### src/rtl/core/scmc_pkg.sv
// Types and constants of the solar charge mode controller.
package scmc_pkg;

    localparam int VALUE_WIDTH  = 14;
    localparam int CUR_WIDTH    = 12;
    localparam int DUTY_WIDTH   = 14;
    localparam int TARGET_WIDTH = 9;
    localparam int CFG_IDX_W    = 3;

    localparam logic [DUTY_WIDTH-1:0]   DUTY_FULL   = DUTY_WIDTH'(10000);
    localparam logic [DUTY_WIDTH-1:0]   LED_FLOOR   = DUTY_WIDTH'(6000);
    localparam logic [DUTY_WIDTH-1:0]   STEP_BIG    = DUTY_WIDTH'(30);
    localparam logic [DUTY_WIDTH-1:0]   STEP_SMALL  = DUTY_WIDTH'(3);
    localparam logic [DUTY_WIDTH-1:0]   STEP_TAPER  = DUTY_WIDTH'(10);
    localparam logic [VALUE_WIDTH-1:0]  TAPER_MV    = VALUE_WIDTH'(8220);
    localparam logic [TARGET_WIDTH-1:0] TARGET_MAX  = TARGET_WIDTH'(325);
    localparam logic [TARGET_WIDTH-1:0] TARGET_HIGH = TARGET_WIDTH'(300);
    localparam logic [TARGET_WIDTH-1:0] TARGET_STEP = TARGET_WIDTH'(25);
    localparam logic [TARGET_WIDTH-1:0] TARGET_RST  = TARGET_WIDTH'(300);
    localparam logic [TARGET_WIDTH-1:0] BAND_MA     = TARGET_WIDTH'(15);
    localparam logic [7:0]              RX_DISABLE  = 8'h30;

    localparam logic [VALUE_WIDTH-1:0] SOLAR_MIN_RST = VALUE_WIDTH'(5000);
    localparam logic [VALUE_WIDTH-1:0] BATT_FULL_RST = VALUE_WIDTH'(8200);
    localparam logic [VALUE_WIDTH-1:0] BATT_RECH_RST = VALUE_WIDTH'(7800);
    localparam logic [VALUE_WIDTH-1:0] BATT_DIS_RST  = VALUE_WIDTH'(6400);
    localparam logic [VALUE_WIDTH-1:0] BATT_CUT_RST  = VALUE_WIDTH'(6000);
    localparam logic [CUR_WIDTH-1:0]   TAPER_MA_RST  = CUR_WIDTH'(200);

    typedef enum logic [1:0] {
        REQ_MEAS   = 2'd0,
        REQ_KEY    = 2'd1,
        REQ_ENABLE = 2'd2,
        REQ_TICK   = 2'd3
    } req_t;

    typedef enum logic [1:0] {
        KEY_RAISE = 2'd0,
        KEY_LOWER = 2'd1,
        KEY_NEXT  = 2'd2
    } key_t;

    typedef enum logic [CFG_IDX_W-1:0] {
        CFG_SOLAR_MIN = 3'd0,
        CFG_BATT_FULL = 3'd1,
        CFG_BATT_RECH = 3'd2,
        CFG_BATT_DIS  = 3'd3,
        CFG_BATT_CUT  = 3'd4,
        CFG_TAPER_MA  = 3'd5
    } cfg_idx_t;

    // Output codes of the mode field.
    localparam logic [1:0] MODE_CODE_STOP = 2'd0;
    localparam logic [1:0] MODE_CODE_VCHG = 2'd1;
    localparam logic [1:0] MODE_CODE_ICHG = 2'd2;
    localparam logic [1:0] MODE_CODE_LED  = 2'd3;

    typedef enum logic [3:0] {
        M_STOP = 4'b0001,
        M_VCHG = 4'b0010,
        M_ICHG = 4'b0100,
        M_LED  = 4'b1000
    } mode_t;

endpackage

### src/rtl/core/solar_charge_mode_controller_core.sv
// Path from input transaction to result: input register, then state/result register.
// Throughput: one transaction per cycle without out_stall; each event is a single pass of compare/add logic.
// One input slot and the result register decouple the two channels under stall.
// Reset (rst_n low, asynchronous): mode stop, duties 0, LED target 300 mA, system enabled,
// thresholds at their defaults, no transaction held.
module solar_charge_mode_controller_core (
    input  logic                                 clk,
    input  logic                                 rst_n,
    input  logic                                 in_valid,
    output logic                                 in_stall,
    input  logic [1:0]                           req_type,
    input  logic [scmc_pkg::VALUE_WIDTH-1:0]     battery_mv,
    input  logic [scmc_pkg::VALUE_WIDTH-1:0]     solar_mv,
    input  logic [scmc_pkg::CUR_WIDTH-1:0]       led_ma,
    input  logic [scmc_pkg::CUR_WIDTH-1:0]       charge_ma,
    input  logic [1:0]                           key_code,
    input  logic [7:0]                           rx_byte,
    output logic                                 out_valid,
    input  logic                                 out_stall,
    output logic [1:0]                           mode,
    output logic [scmc_pkg::DUTY_WIDTH-1:0]      led_duty,
    output logic [scmc_pkg::DUTY_WIDTH-1:0]      charge_duty,
    output logic [scmc_pkg::TARGET_WIDTH-1:0]    led_target_ma,
    output logic                                 sys_enabled,
    input  logic                                 cfg_valid,
    output logic                                 cfg_ready,
    input  logic [scmc_pkg::CFG_IDX_W-1:0]       cfg_index,
    input  logic [scmc_pkg::VALUE_WIDTH-1:0]     cfg_data
);
    import scmc_pkg::*;

    // Threshold registers
    logic [VALUE_WIDTH-1:0] solar_min_reg, batt_full_reg, batt_rech_reg;
    logic [VALUE_WIDTH-1:0] batt_dis_reg, batt_cut_reg;
    logic [CUR_WIDTH-1:0]   taper_ma_reg;

    // Input slot
    logic                   s1_valid_reg;
    req_t                   req_reg;
    logic [VALUE_WIDTH-1:0] bat_reg, sol_reg;
    logic [CUR_WIDTH-1:0]   led_reg, chg_reg;
    logic [1:0]             key_reg;
    logic [7:0]             rx_reg;

    // Controller state, which is also the result register
    logic                    out_valid_reg;
    mode_t                   mode_reg, mode_next;
    logic [DUTY_WIDTH-1:0]   led_duty_reg, led_duty_next;
    logic [DUTY_WIDTH-1:0]   charge_duty_reg, charge_duty_next;
    logic [TARGET_WIDTH-1:0] target_reg, target_next;
    logic                    enable_reg, enable_next;

    logic in_accept, advance;

    assign advance   = s1_valid_reg && (!out_valid_reg || !out_stall);
    assign in_stall  = s1_valid_reg && !advance;
    assign in_accept = in_valid && !in_stall;
    assign cfg_ready = 1'b1;

    always_ff @(posedge clk or negedge rst_n)
    begin
        if (!rst_n)
        begin
            solar_min_reg <= SOLAR_MIN_RST;
            batt_full_reg <= BATT_FULL_RST;
            batt_rech_reg <= BATT_RECH_RST;
            batt_dis_reg  <= BATT_DIS_RST;
            batt_cut_reg  <= BATT_CUT_RST;
            taper_ma_reg  <= TAPER_MA_RST;
        end
        else if (cfg_valid)
        begin
            unique case (cfg_index)
                CFG_SOLAR_MIN: solar_min_reg <= cfg_data;
                CFG_BATT_FULL: batt_full_reg <= cfg_data;
                CFG_BATT_RECH: batt_rech_reg <= cfg_data;
                CFG_BATT_DIS:  batt_dis_reg  <= cfg_data;
                CFG_BATT_CUT:  batt_cut_reg  <= cfg_data;
                CFG_TAPER_MA:  taper_ma_reg  <= cfg_data[CUR_WIDTH-1:0];
                default:       ;
            endcase
        end
    end

    always_ff @(posedge clk or negedge rst_n)
    begin
        if (!rst_n)
            s1_valid_reg <= 1'b0;
        else if (in_accept)
            s1_valid_reg <= 1'b1;
        else if (advance)
            s1_valid_reg <= 1'b0;
    end

    always_ff @(posedge clk)
    begin
        if (in_accept)
        begin
            req_reg <= req_t'(req_type);
            bat_reg <= battery_mv;
            sol_reg <= solar_mv;
            led_reg <= led_ma;
            chg_reg <= charge_ma;
            key_reg <= key_code;
            rx_reg  <= rx_byte;
        end
    end

    // Event logic
    always_comb
    begin
        logic [DUTY_WIDTH-1:0]  ld, cd;
        mode_t                  m;
        logic [CUR_WIDTH-1:0]   band_hi;
        logic [CUR_WIDTH:0]     led_plus;
        logic [DUTY_WIDTH-1:0]  sum_big, sum_small;

        mode_next        = mode_reg;
        led_duty_next    = led_duty_reg;
        charge_duty_next = charge_duty_reg;
        target_next      = target_reg;
        enable_next      = enable_reg;
        ld       = led_duty_reg;
        cd       = charge_duty_reg;
        m        = mode_reg;
        band_hi  = CUR_WIDTH'(target_reg) + CUR_WIDTH'(BAND_MA);
        led_plus = {1'b0, led_reg} + (CUR_WIDTH+1)'(BAND_MA);
        sum_big  = '0;
        sum_small = '0;

        unique case (req_reg)
            REQ_MEAS:
            begin
                // Per-mode duty defaults, then the LED floor
                unique case (mode_reg)
                    M_STOP: begin cd = '0;        ld = DUTY_FULL; end
                    M_VCHG: begin cd = DUTY_FULL; ld = DUTY_FULL; end
                    M_ICHG: ld = DUTY_FULL;
                    M_LED:  cd = '0;
                    default: ;
                endcase
                if (ld < LED_FLOOR)
                    ld = LED_FLOOR;

                if (sol_reg <= solar_min_reg)
                begin
                    if (m == M_VCHG || m == M_ICHG)
                        m = M_LED;
                    if (bat_reg >= batt_dis_reg)
                        m = M_LED;
                    else if (bat_reg <= batt_cut_reg)
                        m = M_STOP;
                end
                else
                begin
                    if (m == M_LED)
                        m = M_STOP;
                    if (chg_reg <= taper_ma_reg && bat_reg >= batt_full_reg && m == M_ICHG)
                        m = M_STOP;
                    else if (bat_reg >= batt_full_reg && m == M_VCHG)
                        m = M_ICHG;
                    else if (bat_reg <= batt_rech_reg && m == M_STOP)
                        m = M_VCHG;
                end

                if (!enable_reg)
                    m = M_STOP;

                // Step the LED duty toward the target band
                if (m == M_LED)
                begin
                    sum_big   = ld + STEP_BIG;
                    sum_small = ld + STEP_SMALL;
                    if (led_reg > band_hi)
                        ld = (sum_big > DUTY_FULL) ? DUTY_FULL : sum_big;
                    else if (led_reg > CUR_WIDTH'(target_reg))
                        ld = (sum_small > DUTY_FULL) ? DUTY_FULL : sum_small;
                    else if (led_plus > (CUR_WIDTH+1)'(target_reg))
                        ld = (ld < STEP_SMALL) ? '0 : ld - STEP_SMALL;
                    else
                        ld = (ld < STEP_BIG) ? '0 : ld - STEP_BIG;
                end

                mode_next        = m;
                led_duty_next    = ld;
                charge_duty_next = cd;
            end
            REQ_KEY:
            begin
                case (key_reg)
                    KEY_RAISE:
                        if (mode_reg == M_LED)
                            target_next = (target_reg > TARGET_HIGH) ? TARGET_MAX
                                                                     : target_reg + TARGET_STEP;
                    KEY_LOWER:
                        if (mode_reg == M_LED)
                            target_next = (target_reg < TARGET_STEP) ? '0
                                                                     : target_reg - TARGET_STEP;
                    KEY_NEXT:
                    begin
                        unique case (mode_reg)
                            M_STOP:  mode_next = M_VCHG;
                            M_VCHG:  mode_next = M_ICHG;
                            M_ICHG:  mode_next = M_LED;
                            M_LED:   mode_next = M_STOP;
                            default: mode_next = M_STOP;
                        endcase
                    end
                    default: ;
                endcase
            end
            REQ_ENABLE:
                enable_next = (rx_reg != RX_DISABLE);
            REQ_TICK:
            begin
                // In current charge, taper the charge duty while charge current and battery voltage stay high
                if (mode_reg == M_ICHG && chg_reg > taper_ma_reg && bat_reg > TAPER_MV)
                    charge_duty_next = (charge_duty_reg < STEP_TAPER) ? '0
                                                                     : charge_duty_reg - STEP_TAPER;
            end
            default: ;
        endcase
    end

    always_ff @(posedge clk or negedge rst_n)
    begin
        if (!rst_n)
        begin
            out_valid_reg   <= 1'b0;
            mode_reg        <= M_STOP;
            led_duty_reg    <= '0;
            charge_duty_reg <= '0;
            target_reg      <= TARGET_RST;
            enable_reg      <= 1'b1;
        end
        else
        begin
            if (advance)
            begin
                out_valid_reg   <= 1'b1;
                mode_reg        <= mode_next;
                led_duty_reg    <= led_duty_next;
                charge_duty_reg <= charge_duty_next;
                target_reg      <= target_next;
                enable_reg      <= enable_next;
            end
            else if (!out_stall)
                out_valid_reg <= 1'b0;
        end
    end

    always_comb
    begin
        unique case (mode_reg)
            M_STOP:  mode = MODE_CODE_STOP;
            M_VCHG:  mode = MODE_CODE_VCHG;
            M_ICHG:  mode = MODE_CODE_ICHG;
            M_LED:   mode = MODE_CODE_LED;
            default: mode = MODE_CODE_STOP;
        endcase
    end

    assign out_valid     = out_valid_reg;
    assign led_duty      = led_duty_reg;
    assign charge_duty   = charge_duty_reg;
    assign led_target_ma = target_reg;
    assign sys_enabled   = enable_reg;

endmodule

### config.mk
export PLATFORM = sky130hd
export DESIGN_NAME = solar_charge_mode_controller_core
export DESIGN_NICKNAME = d
export VERILOG_FILES = /design/src/rtl/core/scmc_pkg.sv /design/src/rtl/core/solar_charge_mode_controller_core.sv
export SDC_FILE = /design/constraint.sdc
export NUM_CORES = 1
export LEC_CHECK = 0
export ABC_AREA = 1
export BUFFER_PORTS_ARGS = -buffer_cell sky130_fd_sc_hd__buf_2
export CELL_PAD_IN_SITES_DETAIL_PLACEMENT = 2
export CELL_PAD_IN_SITES_GLOBAL_PLACEMENT = 2
export CORE_UTILIZATION = 35
export CTS_BUF_LIST = sky130_fd_sc_hd__clkbuf_8
export DETAILED_ROUTE_END_ITERATION = 10
export PLACE_DENSITY_LB_ADDON = 0.1
export SLEW_MARGIN = 20
export SYNTH_ARGS = -nofsm -noshare
export SYNTH_HDL_FRONTEND = slang
export SYNTH_SLANG_ARGS = --single-unit
export TNS_END_PERCENT = 50
### constraint.sdc
create_clock -name clk -period 4 [get_ports clk]
set_clock_uncertainty 0.15 [all_clocks]
set_input_delay 0.6 -clock clk [delete_from_list [all_inputs] [get_ports clk]]
set_output_delay 0.6 -clock clk [all_outputs]
set_load 0.02 [all_outputs]
==> results.sh <==
export IMPL_cp_required_ns=4.27
export IMPL_finalSetupTns_ns=0
export IMPL_fin_util_pct=42.2
export IMPL_top_layer_used="met4"
export IMPL_wl_met3_mm=1.03
export IMPL_syn_inst=1587
export IMPL_clkSinkCount=189
export IMPL_die_height_um=191
export IMPL_placed_cell_area_sq_mm=0.0139
export IMPL_fp_dieW_um=191
export IMPL_cts_buffers_inserted=17
export IMPL_synth_nets=1795
export IMPL_synth_area_sq_mm=0.0125
export IMPL_synth_async_sr_flop_share_pct=66.1
export IMPL_yosys_area_top_type="dfrtp_1"
export IMPL_dieArea_sq_mm=0.0365
export IMPL_wirelength_mm=45.5
export IMPL_drt_met1_wl_mm=20.5
export IMPL_ir_drop_v=0.000295
export IMPL_power_density_mw_per_mm2=730
export IMPL_status="finished clean"
export IMPL_cts_max_path_buffers=2
export IMPL_netlist_top_cells_area="dfrtp_1, edfxtp_1, ha_1, nand2_1, dfstp_2"
export IMPL_top_level_ports=129
export IMPL_synth_top_area_share_pct=18.2
export IMPL_critPathMaxStageDelay_ns=0.63
export IMPL_gpl_final_weighted_congestion=0.869
export IMPL_ys_seq_area_share_pct=40.7
export IMPL_coreArea_sq_mm=0.0349
export IMPL_post_synth_top_count_cell="nand2_1"
export IMPL_layout_min_cycle_time_ns=3.94
export IMPL_vias=11800
export IMPL_cp_common_cell="nand2_1"
export IMPL_drive_gt1_share_pct=18.8
export IMPL_max_slew_margin_pct=26.4
export IMPL_leakage_nw=7.16
export IMPL_final_area_sq_mm=0.0147
export IMPL_grt_total_usage_pct=25.2
export IMPL_clkTransAtPathRegs_ns=0.12
export IMPL_hold_path_class="in2reg"
export IMPL_grt_pass1_wl_mm=70.3
export IMPL_syn_to_final_growth_pct=17.7
export IMPL_synth_area_per_cell_sq_um=7.89
export IMPL_start_kind="flop"
export IMPL_critical_path_slowest_cell="dfstp_2"
export IMPL_drt_pass1_iterations=5
export IMPL_synth_common_cells="nand2_1, inv_1, o21ai_0"
export IMPL_crit_arrival_ns=4.21
export IMPL_clockRootBuffer="clkbuf_8"
export IMPL_cp_max_fo=7
export IMPL_ys_ff_latch=189
export IMPL_via_per_inst=5.28
export IMPL_grt_overflow_total=0
export IMPL_finalNonFillerCells=2232
export IMPL_dp_hpwl_mm=34.7
export IMPL_worst_pin_slew_ns=1.10
export IMPL_maxCapViolCount=0
export IMPL_cts_tree="done"
export IMPL_setup_worst_path_class="reg2reg"
export IMPL_placed_cells=2178
export IMPL_hold_viol=0
export IMPL_antenna_found_initial=0
export IMPL_core_rowCount=68
export IMPL_post_route_drc_count=0
export IMPL_synth_ff_type="dfrtp_1"
export IMPL_ys_types=56
export IMPL_fmax_ghz=0.254
export IMPL_drt_iter0_markers=385
export IMPL_setup_violations=0
export IMPL_wl_met2_mm=23.2
export IMPL_cp_end_kind="flop"
export IMPL_yosys_warnings=0
export IMPL_grt_max_degree=65
export IMPL_first_global_vias=12800
export IMPL_fin_nets=1972
export IMPL_maxSlewViolCount=0
export IMPL_drt_wirelength_per_cell_um=20.4
export IMPL_io_buffers=126
export IMPL_htree_num_levels=4
export IMPL_ant_nets=0
export IMPL_antenna_diode_count=0
export IMPL_synth_edf_count=64
export IMPL_start_util_pct=35.9
export IMPL_fin_crit_sh_pct=98.5
export IMPL_insertion_delay_ns=0.51
-- area by class of cell --
| class | instances | area, sq um |
|---|---|---|
| clock buffer | 17 | 234 |
| clock inverter | 15 | 178 |
| fill | 4083 | 20200 |
| inverter | 241 | 913 |
| multi-input combinational | 1126 | 6580 |
| sequential | 189 | 5090 |
| tap | 455 | 569 |
| timing repair buffer | 189 | 1160 |
-- final timing paths --
path | startpoint | depth (start not counted) | end | slack [ns]
setup / recovery | mode_reg[0] | 29 | led_duty[1] | 0.06
hold / removal | led_ma[4] | 1 | led_reg[4] | 0.11
setup reg to reg | mode_reg[0] | 29 | led_duty[1] | 0.06
hold reg to reg | s1_valid_reg | 2 | out_valid | 0.35
max in group asynchronous | rst_n | 3 | batt_cut_reg[8] | 2.25
min in group asynchronous | rst_n | 2 | solar_min_reg[4] | 0.48
-- stage by stage --
step                      power (mW)  hold WS, ns  worst slack, ns
after floorplan                 6.48        0.154            0.377
after global placement          8.37        0.308           0.0914
after detailed placement        8.62        0.323          -0.0937
after CTS                       10.1       0.0560          0.00354
after global routing            11.5       0.0628           -0.179
final                           10.8        0.108           0.0606
-- power by group --
group	total, mW	internal (mW)	switching (mW)	leakage [nW]
logic	6.52	2.21	4.31	4.85
registers	2.85	2.45	0.402	2.11
clock network	1.38	0.532	0.850	0.207
total	10.8	5.19	5.56	7.16
-- critical path: cells and delay by family, from the launching register on --
kind / cells / cell delay [ns]
fa+ha+maj: 1 / 0.21
flops: 1 / 0.63
buf+inv: 4 / 0.45
simple gates: 24 / 2.42
-- logic make-up after synthesis --
kind of cell / Yosys count / synth area share (%)
xor+xnor: 31 / 2.17
simple gates: 661 / 22.9
buf+inv: 272 / 8.47
compound gates: 310 / 13.6
other cells: 2 / 0.0600
flops: 189 / 40.7
fa+ha+maj: 122 / 12.2
-- layer usage --
metal  global-route usage, %  vias to the layer above
li1                        -                     5601
met1                    31.9                     5953
met2                    45.6                      187
met3                    2.68                       41
met4                    6.11                        0
met5                       0                        -
-- layout by cell type (no fill, tap or decap), types with 4 or more instances in the layout --
cell type and instances:
nor2_1 117, nand2_4 10, nor4_1 11, nand3b_1 4
o211ai_1 12, inv_2 7, a21oi_1 90, nand3_2 9
o21ai_1 5, a21oi_2 5, nor3b_1 5, xnor2_1 5
buf_2 125, nand4_1 18, inv_8 4, clkbuf_8 17
nor3_1 16, nand3_1 70, o21ai_0 157, ha_1 120
xor2_1 25, nand2_2 13, inv_1 229, dfstp_2 34
nand2_1 356, a31oi_1 11, edfxtp_1 64, nor2_2 10
buf_4 58, nor2_4 7, dfrtp_1 91
-- timing repair --
item,4_1_cts,5_1_grt
buffers inserted,0,20
resized for setup,4,55
hold buffers,1,0
pin swaps,0,21
cloned,0,1
hold endpoints to repair,43,0
endpoints found under the setup margin,8,14
Power figures use the tool's default switching activity.
